$ cat src/cdmb_pkg.sv
// Shared types and codes for the capture-then-drain message buffer.
// No dependencies; imported by the core.
package cdmb_pkg;

	localparam int OPCODE_W = 2;
	localparam int BYTE_W   = 8;
	localparam int COUNT_W  = 7;

	localparam logic [OPCODE_W-1:0] OP_BEGIN = 2'd0;
	localparam logic [OPCODE_W-1:0] OP_PUT   = 2'd1;
	localparam logic [OPCODE_W-1:0] OP_END   = 2'd2;
	localparam logic [OPCODE_W-1:0] OP_DRAIN = 2'd3;

	// Largest number of bytes one drain item may move.
	localparam logic [COUNT_W-1:0] DRAIN_CAP = 7'd64;

	typedef struct packed {
		logic [OPCODE_W-1:0] opcode;
		logic [BYTE_W-1:0]   data_byte;
		logic [COUNT_W-1:0]  tx_room;
	} req_t;

	typedef struct packed {
		logic                ok;
		logic                byte_valid;
		logic [BYTE_W-1:0]   tx_byte;
		logic [COUNT_W-1:0]  sent_count;
		logic                idle_flag;
		logic                capturing_flag;
		logic                last;
	} rsp_t;

endpackage

$ cat src/cdmb_ram.sv
// Generic single-write, single-read RAM with registered read data.
// No dependencies.
module cdmb_ram #(
	parameter int WIDTH = 8,
	parameter int DEPTH = 256
) (
	input  logic                                   clk,
	input  logic                                   we,
	input  logic [((DEPTH > 1) ? $clog2(DEPTH) : 1)-1:0] waddr,
	input  logic [WIDTH-1:0]                       wdata,
	input  logic                                   re,
	input  logic [((DEPTH > 1) ? $clog2(DEPTH) : 1)-1:0] raddr,
	output logic [WIDTH-1:0]                       rdata
);

	logic [WIDTH-1:0] mem_q [DEPTH];
	logic [WIDTH-1:0] rdata_q;

	always_ff @(posedge clk) begin
		if (we) begin
			mem_q[waddr] <= wdata;
		end
		if (re) begin
			rdata_q <= mem_q[raddr];
		end
	end

	assign rdata = rdata_q;

endmodule

$ cat src/capture_then_drain_message_buffer_core.sv
// Capture-then-drain message buffer core: records a report byte by byte, then drains it.
// Depends on cdmb_pkg (item types, opcodes) and cdmb_ram (byte store).
//
// Usage:
//   req channel (req_valid / req_stall / req) carries commands: begin, put byte, end, drain.
//   rsp channel (rsp_valid / rsp_stall / rsp) returns one item per command, or one item per
//   drained byte; rsp.last marks the final item of a command.
// Command and drain flow:
//   Begin, put and end each give one item; it shows on rsp the cycle after accept.
//   A drain of n bytes holds req_stall high until its last byte enters the output register;
//   each byte is read at the read position into the RAM output register, then moves on, so
//   bytes leave at one per cycle while rsp_stall is low. An empty drain gets a single item.
//   A command is accepted while the previous item still waits, if it is being taken.
// Reset:
//   arst_n clears length, read position, capture and overflow flags and empties the output.
//   The byte store is not cleared; only bytes written by the current capture are read.
// Receiver stall:
//   rsp holds while rsp_stall is high; during a drain the store read pauses and the fetched
//   byte waits at the RAM output, so no byte is lost or repeated.
module capture_then_drain_message_buffer_core
	import cdmb_pkg::*;
#(
	parameter int CAPACITY     = 256,
	parameter int DRAIN_BUDGET = 16
) (
	input  logic clk,
	input  logic arst_n,
	input  logic req_valid,
	output logic req_stall,
	input  req_t req,
	output logic rsp_valid,
	input  logic rsp_stall,
	output rsp_t rsp
);

	localparam int LEN_W  = $clog2(CAPACITY + 1);
	localparam int ADDR_W = (CAPACITY > 1) ? $clog2(CAPACITY) : 1;
	localparam int CMP_W  = (LEN_W > COUNT_W) ? LEN_W : COUNT_W;
	localparam logic [LEN_W-1:0]   CAP_LEN = LEN_W'(CAPACITY);
	localparam logic [COUNT_W-1:0] BUDGET  = COUNT_W'(DRAIN_BUDGET);

	typedef enum logic {
		ST_CMD,
		ST_DRAIN
	} state_t;

	state_t             state_q;
	logic [LEN_W-1:0]   len_q;
	logic [LEN_W-1:0]   rp_q;
	logic               cap_q;
	logic               ovf_q;
	logic               rsp_valid_q;
	rsp_t               rsp_q;
	logic [COUNT_W-1:0] iss_left_q;
	logic [COUNT_W-1:0] sent_q;
	logic [COUNT_W-1:0] n_q;
	logic               drain_idle_q;
	logic               pend_s2;

	logic               out_free;
	logic               accept;
	logic               idle_now;
	logic [LEN_W-1:0]   rem;
	logic [CMP_W-1:0]   rem_w;
	logic [COUNT_W-1:0] lim;
	logic [COUNT_W-1:0] drain_n;
	logic               drain_start;
	logic               wr_en;
	logic               cmd_ok;
	logic [LEN_W-1:0]   nxt_len;
	logic [LEN_W-1:0]   nxt_rp;
	logic               nxt_cap;
	logic               nxt_ovf;
	logic               cmd_idle;
	logic               rd_en;
	logic [BYTE_W-1:0]  rd_data;
	logic               load_byte;
	logic [COUNT_W-1:0] sent_nxt;
	logic               byte_last;
	logic               rsp_load;

	// The output register frees up when empty or when its item is taken this cycle.
	assign out_free  = !rsp_valid_q || !rsp_stall;
	assign req_stall = (state_q != ST_CMD) || !out_free;
	assign accept    = req_valid && !req_stall;

	assign idle_now = !cap_q && (rp_q == len_q);
	assign rem      = len_q - rp_q;
	assign rem_w    = CMP_W'(rem);

	// Clamp the drain to budget, transmitter room, the per-item maximum and the bytes left; none while capturing.
	always_comb begin
		lim = (BUDGET < req.tx_room) ? BUDGET : req.tx_room;
		if (lim > DRAIN_CAP) begin
			lim = DRAIN_CAP;
		end
		if (cap_q) begin
			drain_n = '0;
		end else if (rem_w < CMP_W'(lim)) begin
			drain_n = COUNT_W'(rem_w);
		end else begin
			drain_n = lim;
		end
	end

	assign drain_start = accept && (req.opcode == OP_DRAIN) && (drain_n != '0);

	// Decode begin / put / end into next control state.
	always_comb begin
		nxt_len = len_q;
		nxt_rp  = rp_q;
		nxt_cap = cap_q;
		nxt_ovf = ovf_q;
		cmd_ok  = 1'b0;
		wr_en   = 1'b0;
		unique case (req.opcode)
			OP_BEGIN: begin
				if (idle_now) begin
					nxt_len = '0;
					nxt_rp  = '0;
					nxt_ovf = 1'b0;
					nxt_cap = 1'b1;
					cmd_ok  = 1'b1;
				end
			end
			OP_PUT: begin
				if (cap_q && !ovf_q) begin
					if (len_q >= CAP_LEN) begin
						nxt_ovf = 1'b1;
					end else begin
						wr_en   = 1'b1;
						nxt_len = len_q + LEN_W'(1);
					end
				end
			end
			OP_END: begin
				if (cap_q) begin
					nxt_cap = 1'b0;
					if (ovf_q) begin
						nxt_len = '0;
						nxt_rp  = '0;
					end else begin
						cmd_ok = 1'b1;
					end
				end
			end
			OP_DRAIN: begin
			end
		endcase
	end

	assign cmd_idle = !nxt_cap && (nxt_rp == nxt_len);

	// Fetch the next byte when no byte waits at the RAM output, or when the waiting one moves on this cycle.
	assign rd_en     = (state_q == ST_DRAIN) && (iss_left_q != '0) && (!pend_s2 || out_free);
	assign load_byte = (state_q == ST_DRAIN) && pend_s2 && out_free;
	assign sent_nxt  = sent_q + COUNT_W'(1);
	assign byte_last = (sent_nxt == n_q);

	// A command answer or a drained byte enters the output register.
	assign rsp_load  = (accept && !drain_start) || load_byte;

	cdmb_ram #(
		.WIDTH (BYTE_W),
		.DEPTH (CAPACITY)
	) u_store (
		.clk   (clk),
		.we    (accept && wr_en),
		.waddr (len_q[ADDR_W-1:0]),
		.wdata (req.data_byte),
		.re    (rd_en),
		.raddr (rp_q[ADDR_W-1:0]),
		.rdata (rd_data)
	);

	always_ff @(posedge clk or negedge arst_n) begin
		if (!arst_n) begin
			state_q      <= ST_CMD;
			len_q        <= '0;
			rp_q         <= '0;
			cap_q        <= 1'b0;
			ovf_q        <= 1'b0;
			rsp_valid_q  <= 1'b0;
			rsp_q        <= '0;
			iss_left_q   <= '0;
			sent_q       <= '0;
			n_q          <= '0;
			drain_idle_q <= 1'b0;
			pend_s2      <= 1'b0;
		end else begin
			unique case (state_q)
				ST_CMD: begin
					if (drain_start) begin
						state_q      <= ST_DRAIN;
						n_q          <= drain_n;
						iss_left_q   <= drain_n;
						sent_q       <= '0;
						drain_idle_q <= (CMP_W'(drain_n) == rem_w);
					end else if (accept) begin
						len_q                <= nxt_len;
						rp_q                 <= nxt_rp;
						cap_q                <= nxt_cap;
						ovf_q                <= nxt_ovf;
						rsp_q.ok             <= cmd_ok;
						rsp_q.byte_valid     <= 1'b0;
						rsp_q.tx_byte        <= '0;
						rsp_q.sent_count     <= '0;
						rsp_q.idle_flag      <= cmd_idle;
						rsp_q.capturing_flag <= nxt_cap;
						rsp_q.last           <= 1'b1;
					end
				end
				ST_DRAIN: begin
					// Advance the read position as each byte is fetched.
					if (rd_en) begin
						rp_q       <= rp_q + LEN_W'(1);
						iss_left_q <= iss_left_q - COUNT_W'(1);
					end
					if (load_byte) begin
						sent_q               <= sent_nxt;
						rsp_q.ok             <= 1'b0;
						rsp_q.byte_valid     <= 1'b1;
						rsp_q.tx_byte        <= rd_data;
						rsp_q.sent_count     <= sent_nxt;
						rsp_q.idle_flag      <= byte_last && drain_idle_q;
						rsp_q.capturing_flag <= 1'b0;
						rsp_q.last           <= byte_last;
						if (byte_last) begin
							state_q <= ST_CMD;
						end
					end
				end
				default: begin
					state_q <= ST_CMD;
				end
			endcase
			// Hold the output item while stalled; drop it once taken unless a new one loads.
			rsp_valid_q <= rsp_load || (rsp_valid_q && rsp_stall);
			pend_s2     <= rd_en || (pend_s2 && !out_free);
		end
	end

	assign rsp_valid = rsp_valid_q;
	assign rsp       = rsp_q;

	// The read position never passes the stored length.
	a_rp_in_range: assert property (@(posedge clk) disable iff (!arst_n)
		rp_q <= len_q)
		else $error("read position beyond stored length");

	// The store is only read for a closed capture that did not overflow.
	a_read_closed: assert property (@(posedge clk) disable iff (!arst_n)
		rd_en |-> (!cap_q && !ovf_q))
		else $error("store read during capture or after overflow");

	// Commands are held off for the whole drain.
	a_drain_holds: assert property (@(posedge clk) disable iff (!arst_n)
		(state_q == ST_DRAIN) |-> req_stall)
		else $error("command accepted during drain");

	// The final byte of a drain carries the full count.
	a_last_count: assert property (@(posedge clk) disable iff (!arst_n)
		(rsp_valid && rsp.byte_valid && rsp.last) |-> (rsp.sent_count == n_q))
		else $error("final drained byte with wrong count");

endmodule

$ cat config.mk
export PLATFORM = sky130hd
export DESIGN_NAME = capture_then_drain_message_buffer_core
export DESIGN_NICKNAME = d
export VERILOG_FILES = /design/src/cdmb_pkg.sv /design/src/cdmb_ram.sv /design/src/capture_then_drain_message_buffer_core.sv
export SDC_FILE = /design/constraint.sdc
export NUM_CORES = 2
export LEC_CHECK = 0
export ABC_AREA = 0
export CORE_MARGIN = 4
export CORE_UTILIZATION = 60
export DETAILED_ROUTE_END_ITERATION = 7
export DONT_BUFFER_PORTS = 1
export GPL_ROUTABILITY_DRIVEN = 1
export HOLD_SLACK_MARGIN = 0.15
export PLACE_DENSITY = 0.82
export REMOVE_ABC_BUFFERS = 1
export SKIP_LAST_GASP = 1
export SYNTH_ARGS = -nofsm -noshare
export SYNTH_HDL_FRONTEND = slang
export SYNTH_HIERARCHICAL = 1
export SYNTH_SLANG_ARGS = --single-unit
$ cat constraint.sdc
create_clock -name clk -period 9.2 [get_ports clk]
set_input_delay 1.38 -clock clk [delete_from_list [all_inputs] [get_ports clk]]
set_output_delay 1.38 -clock clk [all_outputs]
set_load 0.01 [all_outputs]
=== After elaboration in Yosys (flattened, before gate mapping) ===
Memory sizes are Yosys's and may differ from the RTL's. A register that Yosys moved wholly into a read port is not among the register bits.
Cells that the tools add are included.

* Bits in writable memories: 2048
* Register bits after elaboration: 65
* Memories: 1
* Output and inout bits: 22
* Input bits: 21
* Word-level logic and storage cells: 133

* Muxes and demuxes: 47
* Bitwise operators: 2
* $lt $le $gt $ge: 4
* Reductions and logical operators: 41
* $add $sub $neg: 5
* Eq/ne operators: 15

{| class="wikitable"
|+ Memory list
! memory !! depth !! bits a word !! read ports !! clocked after memory_dff !! wr ports !! RTL line !! RTL
|-
| u_store.mem_q || 256 || 8 || 1 || 1 || 1 || cdmb_ram.sv:16 || <nowiki>logic [WIDTH-1:0] mem_q [DEPTH];</nowiki>
|}

{| class="wikitable"
|+ Operator list
! operator !! number
|-
| 9-bit 2-to-1 mux || 11
|-
| 20-bit 2-to-1 mux || 3
|-
| 7-bit 2-to-1 mux || 8
|-
| 20-bit one-hot mux with 2 select lines || 1
|-
| 9-bit one-hot mux with 2 select lines || 2
|-
| 7-bit one-hot mux with 2 select lines || 2
|-
| 9-bit one-hot mux with 3 select lines || 1
|-
| 9-bit by 1-bit adder with 9-bit output, second input constant || 2
|-
| 9-bit == test || 2
|-
| 1-bit logical AND || 15
|-
| 1-bit 2-to-1 mux || 15
|-
| 7-bit nonzero test || 2
|-
| 2-bit != test, second input constant || 6
|-
| 7-bit by 9-bit == test with 1-bit output || 1
|-
| 9-bit greater-or-equal comparator, second input constant || 1
|-
| 1-bit logical NOT || 9
|-
| 9-bit by 7-bit < comparator with 1-bit output || 1
|-
| 3-bit AND reduction || 3
|-
| 9-bit subtractor || 1
|-
| 1-bit one-hot mux with 2 select lines || 4
|-
| 7-bit by 1-bit adder with 7-bit output, second input constant || 1
|-
| 7-bit == test || 1
|-
| 7-bit greater-than comparator, second input constant || 1
|-
| 5-bit by 7-bit < comparator with 1-bit output, first input constant || 1
|-
| other kinds (10) || 20
|}

=== Depth between registers and ports, before layout ===
* Depth after elaboration: 13
* Gate-level depth with buffers: 19
* Gate-level depth less buffers: 17

=== Cells and area by module ===
Netlist, hierarchy kept.

{| class="wikitable"
|+ Modules (own cells, without submodules)
! module !! times used !! area each (um2) !! sequential area each (um2) !! cells each
|-
| cdmb_ram || 1 || 79636.4 || 61739.2 || 3733
|-
| capture_then_drain_message_buffer_core || 1 || 4590.7 || 1626.6 || 546
|}

=== Least setup slack after synthesis ===
Ideal clock, no wire load.

* Path kind: input port to flip-flop
* Start: input req[6] in the netlist's numbering
* End: register rsp_q (netlist bit rsp[19])
* Data required time: 9075 ps
* Slack: 4614 ps
* Stages: 15
* Setup time: 125 ps
* Buffers on the path: 3
* Data arrival time: 4461 ps
* Cell sequence: nor3_2 clkbuf_1 nand2_1 ha_1 nor3_1 nor3_1 a21o_1 or3_1 nor4_1 o41a_1 a21bo_1 buf_6 and2_4 buf_6 mux2_4

* Word-level cells in the longest chain between the ends: 11

{| class="wikitable"
|+ Ends and longest elaborated chain
! what !! RTL line !! RTL
|-
| start, declared || capture_then_drain_message_buffer_core.sv:30 || <nowiki>input req_t req,</nowiki>
|-
| 5-bit by 7-bit < comparator with 1-bit output || capture_then_drain_message_buffer_core.sv:93 || <nowiki>lim = (BUDGET < req.tx_room) ? BUDGET : req.tx_room;</nowiki>
|-
| 7-bit 2-to-1 mux (*) || capture_then_drain_message_buffer_core.sv:93 ||
|-
| 7-bit greater-than comparator || capture_then_drain_message_buffer_core.sv:94 || <nowiki>if (lim > DRAIN_CAP) begin</nowiki>
|-
| 7-bit 2-to-1 mux (*) || capture_then_drain_message_buffer_core.sv:94 ||
|-
| 9-bit by 7-bit < comparator with 1-bit output || capture_then_drain_message_buffer_core.sv:99 || <nowiki>end else if (rem_w < CMP_W'(lim)) begin</nowiki>
|-
| 7-bit 2-to-1 mux (*) || capture_then_drain_message_buffer_core.sv:99 ||
|-
| 7-bit 2-to-1 mux (*) || capture_then_drain_message_buffer_core.sv:97 || <nowiki>if (cap_q) begin</nowiki>
|-
| 7-bit nonzero test (*) || capture_then_drain_message_buffer_core.sv:106 || <nowiki>assign drain_start = accept && (req.opcode == OP_DRAIN) && (drain_n != '0);</nowiki>
|-
| 1-bit logical AND (*) || capture_then_drain_message_buffer_core.sv:106 ||
|-
| 2-bit != test (no line) (*) || - ||
|-
| 3-bit AND reduction (no line) (*) || - ||
|-
| end, declared || capture_then_drain_message_buffer_core.sv:53 || <nowiki>rsp_t rsp_q;</nowiki>
|}

Mark *: on every way between the ends. The rest lies on a longest branch, timed or not.
A chain may end at the register's enable or synchronous reset.

=== Final worst setup path ===
* Start: register rp_q[3]
* End: register rsp_q (netlist bit rsp[19])

* Word-level cells in the longest chain between the ends: 8
* Elaborated cells between the ends (all ways): 15
* Those cells by class: add/sub: 1; order compare: 1; eq/ne: 2; mux: 7; reduce/logical: 4

{| class="wikitable"
|+ Ends and longest elaborated chain
! what !! RTL line !! RTL
|-
| start, declared || capture_then_drain_message_buffer_core.sv:49 || <nowiki>logic [LEN_W-1:0] rp_q;</nowiki>
|-
| start signal, assigned || capture_then_drain_message_buffer_core.sv:201 || <nowiki>rp_q <= nxt_rp;</nowiki>
|-
| start signal, assigned || capture_then_drain_message_buffer_core.sv:216 || <nowiki>rp_q <= rp_q + LEN_W'(1);</nowiki>
|-
| 9-bit subtractor || capture_then_drain_message_buffer_core.sv:88 || <nowiki>assign rem = len_q - rp_q;</nowiki>
|-
| 9-bit by 7-bit < comparator with 1-bit output || capture_then_drain_message_buffer_core.sv:99 ||
|-
| 7-bit 2-to-1 mux || capture_then_drain_message_buffer_core.sv:99 ||
|-
| 7-bit 2-to-1 mux || capture_then_drain_message_buffer_core.sv:97 ||
|-
| 7-bit nonzero test || capture_then_drain_message_buffer_core.sv:106 ||
|-
| 1-bit logical AND || capture_then_drain_message_buffer_core.sv:106 ||
|-
| 2-bit != test (no line) || - ||
|-
| 3-bit AND reduction (no line) || - ||
|}

Several ways; a longest one is shown, not always the timed one. The select of a mux whose other input is x is not followed.

==> metrics.md <==
| Metric | Value |
|---|---|
| Max Clock Skew | `between 0.06 and 0.07 ns` |
| First-pass GRT wire length | `311,000 µm` |
| Die Ht | `383 µm` |
| Pwr Total | `26.7 mW` |
| Initial antenna violation count | `4` |
| Fillers | `about 8.5k` |
| Setup TNS | `0 ns` |
| # nets final | `4,315` |
| Failing checks | `max-capacitance violations` |
| Post-synth EDFFs | `around 2k` |
| Layout cells sized above 1 | `about a fifth` |
| DRC | `0` |
| Worst-skew pair later-pin latency | `around 0.84 ns` |
| Worst min path class | `input pin to asynchronous set/reset pin` |
| Actual slew at the worst max-slew pin | `~1.5 ns` |
| H-tree depth | `4` |
| Routed Antenna Nets | `0` |
| Post-cts sizing count | `0` |
| Clock Sinks | `2,121` |
| Vias in the first global route | `45.2k` |
| Count of cell types in the netlist | `91` |
| Syn avg cell area | `19.7 µm²` |
| CTS tree | `built` |
| Pwr dens | `289 nW/µm²` |
| Worst-path clk slew | `roughly 0.06 ns` |
| CP arrival | `about 6.9 ns` |
| Ys async rst share | `3.06%` |
| Final setup vio count | `0` |
| Critical Path Sink Type | `register` |
| Max-slew violation count | `0` |
| Routed len/inst | `33.4 µm` |
| Total track usage | `29.2%` |
| # IOs | `43` |
| Clock buffer count from CTS | `199` |
| CTS root buffer | `clkbuf_16` |
| DR vias | `45.0k` |
| Fin crit share | `67.4%` |
| Setup bufs post-CTS | `0` |
| Synth Instances | `4,279` |
| Die area | `146,000 µm²` |
| F_max | `about 160 MHz` |
| Area grow syn2layout | `9.45%` |
| Gp weighted congestion | `0.907` |
| Drt first-iter violations | `7,053` |
| Synth Warn # | `6` |
| Largest net degree at the start of global routing | `257` |
| Hold-fix buffers, CTS | `0` |
| Total gr overflow | `0` |
| Initial Util | `a little over 60%` |
| Via density | `7.10` |
| PortBufs | `0` |
| Max transition margin | `about 1.8%` |
| CTS max path bufs | `3` |
| Max rail drop VDD | `approximately 0.27 mV` |
| Unrepaired setup endpoints after global routing | `false` |
| Sequential-to-total area share from yosys stat | `between 70% and 80%` |
| Final hold violations | `0` |
| Rows | `137` |
| CP Cell Sequence | `buf_4, inv_1, ha_1, nor2_1, nor2_1, xor2_1, ha_1, a21oi_1, o21ai_0, a21o_1, or3_1, nor4_1, a221o_1, a21bo_1, and2_4, mux2_4` |
| Pre-Repair DR Iteration Count | `6` |
| Crit path largest cell delay | `0.83 ns` |
| Max_cap viols | `1` |
| Hpwl dp | `117,000 µm` |
| Outcome | `finished, violations left` |
| Final min period | `6.20 ns` |
| Leak pwr | `roughly 29 nW` |
| Synth Flop Type | `edfxtp_1` |
| Critical path class | `register to register` |
| Crit-path max FO | `62` |
| Startpoint Class | `register` |
| Critical Path RT | `9.93 ns` |
| Post-Syn Area | `84,200 µm²` |
| Routed Wire Length | `212,000 µm` |
| Core area | `140,000 µm²` |
| Chip width | `383 µm` |
| Flip-flop and latch count after synthesis | `about 2.1k` |
| Crit-path slowest cell | `a21bo_1` |
[state kept, by name (all words and copies together), names as in the netlist]
signal and cells:
cap_q 1, u_store/rdata 8, ovf_q 1, u_store/mem_q 2048, pend_s2 1, rsp 20
sent_q 7, len_q 9, state_q 1, iss_left_q 7, rp_q 9, n_q 7
drain_idle_q 1, rsp_valid 1
[Yosys cell counts, types with 46 or more instances]
cell type | n | share of area, %
edfxtp_1 | 2056 | 73
mux4_2 | 454 | 12
nor2_1 | 322 | 1.4
mux2i_1 | 136 | 1.6
a22oi_1 | 134 | 1.2
clkbuf_1 | 131 | 0.58
a21oi_1 | 122 | 0.72
nand2_1 | 91 | 0.41
nand3_1 | 66 | 0.39
dfrtp_1 | 65 | 1.9
o21ai_0 | 46 | 0.27
o221ai_1 | 46 | 0.48
[cell usage in the layout (no fill, tap or decap), types with 31 or more instances in the layout]
| cell type | instances |
|---|---|
| clkbuf_16 | 203 |
| nand2_1 | 91 |
| nand3_1 | 66 |
| mux2i_1 | 136 |
| nor3_1 | 43 |
| mux4_2 | 454 |
| dfrtp_1 | 60 |
| nor2b_1 | 31 |
| edfxtp_1 | 2056 |
| clkinv_2 | 38 |
| clkbuf_1 | 48 |
| a21oi_1 | 122 |
| o22ai_1 | 35 |
| clkinv_1 | 35 |
| nor2_1 | 319 |
| buf_4 | 48 |
| o221ai_1 | 46 |
| o21ai_0 | 46 |
| a22oi_1 | 134 |
[critical path: cells and delay by family (launching register included)]
family                   cells  cell delay [ns]
buffers and inverters        2             1.04
XOR/XNOR                     1             0.43
AND/OR/NAND/NOR              5             1.55
adder cells (fa/ha/maj)      2             0.79
AO/OA/AOI/OAI                5             1.60
multiplexers                 1             0.31
flip-flops                   1             0.34
[metal layers]
layer / vias to the layer above / track usage (%) / share of wire (%)
li1: 17691 / - / -
met1: 22999 / 38.8 / 34
met2: 3567 / 45.2 / 47
met3: 689 / 7.62 / 13
met4: 4 / 15.2 / 6.2
met5: - / 0.0992 / 0.016
[per-stage QoR]
stage	hold WS, ns	instances	cell area, µm²	utilization [%]	worst slack, ns
6_report	0.231	6329	92200	66.1	3.00
5_1_grt	0.199	6326	92200	66.1	2.76
4_1_cts	0.183	6326	92200	66.1	3.10
3_5_place_dp	0.492	5948	85500	61.3	3.15
3_3_place_gp	0.487	5947	85500	61.3	3.27
2_1_floorplan	0.415	4018	82700	-	-17.00
[path summary, 6_finish.rpt]
kind | from | to | slack, ns | depth (start not counted)
min in group clk | n_q[1] | n_q[1] | 0.50 | 2
setup / recovery | rp_q[3] | rsp[19] | 3.00 | 16
hold reg to reg | n_q[1] | n_q[1] | 0.50 | 2
hold / removal | arst_n | rsp[10] | 0.23 | 0
max in group asynchronous | arst_n | rp_q[1] | 8.83 | 0
setup reg to reg | rp_q[3] | rsp[19] | 3.00 | 16
[layout make-up]
class                   instances  area, µm²  share of cell area [%]
diodes                          3       7.51                 0.00814
clock buffers                 256       5330                    5.78
clock inverters               122       1320                    1.43
inverters                      29        109                   0.118
multi-input cells            1868      19200                    20.9
flip-flops and latches       2121      63400                    68.7
well taps                    1876       2350                    2.55
repair buffers                 54        465                   0.505
[logic make-up (layout without fill, tap and decap cells)]
group                      count (synthesis)  count (layout)  share of synthesized area [%]
AOI/OAI and AO/OA                        533             533                           4.43
DFF                                     2121            2121                           75.2
buffers and inverters                    291             461                           2.01
muxes                                    601             601                           13.9
other                                      1               5                        0.00445
and+or+nand+nor                          688             688                           3.82
xor gates and xnor gates                  23              23                          0.248
adders and majority gates                 21              21                          0.321
[power breakdown]
part           internal [mW]  switching [mW]  total, mW  leakage (nW)
Clock                   4.77            3.57       8.33          3.23
Sequential              10.7           0.290       11.0          19.3
Combinational           2.89            4.41       7.30          6.47
Total                   18.4            8.27       26.7          29.0
Power figures use the tool's default switching activity.
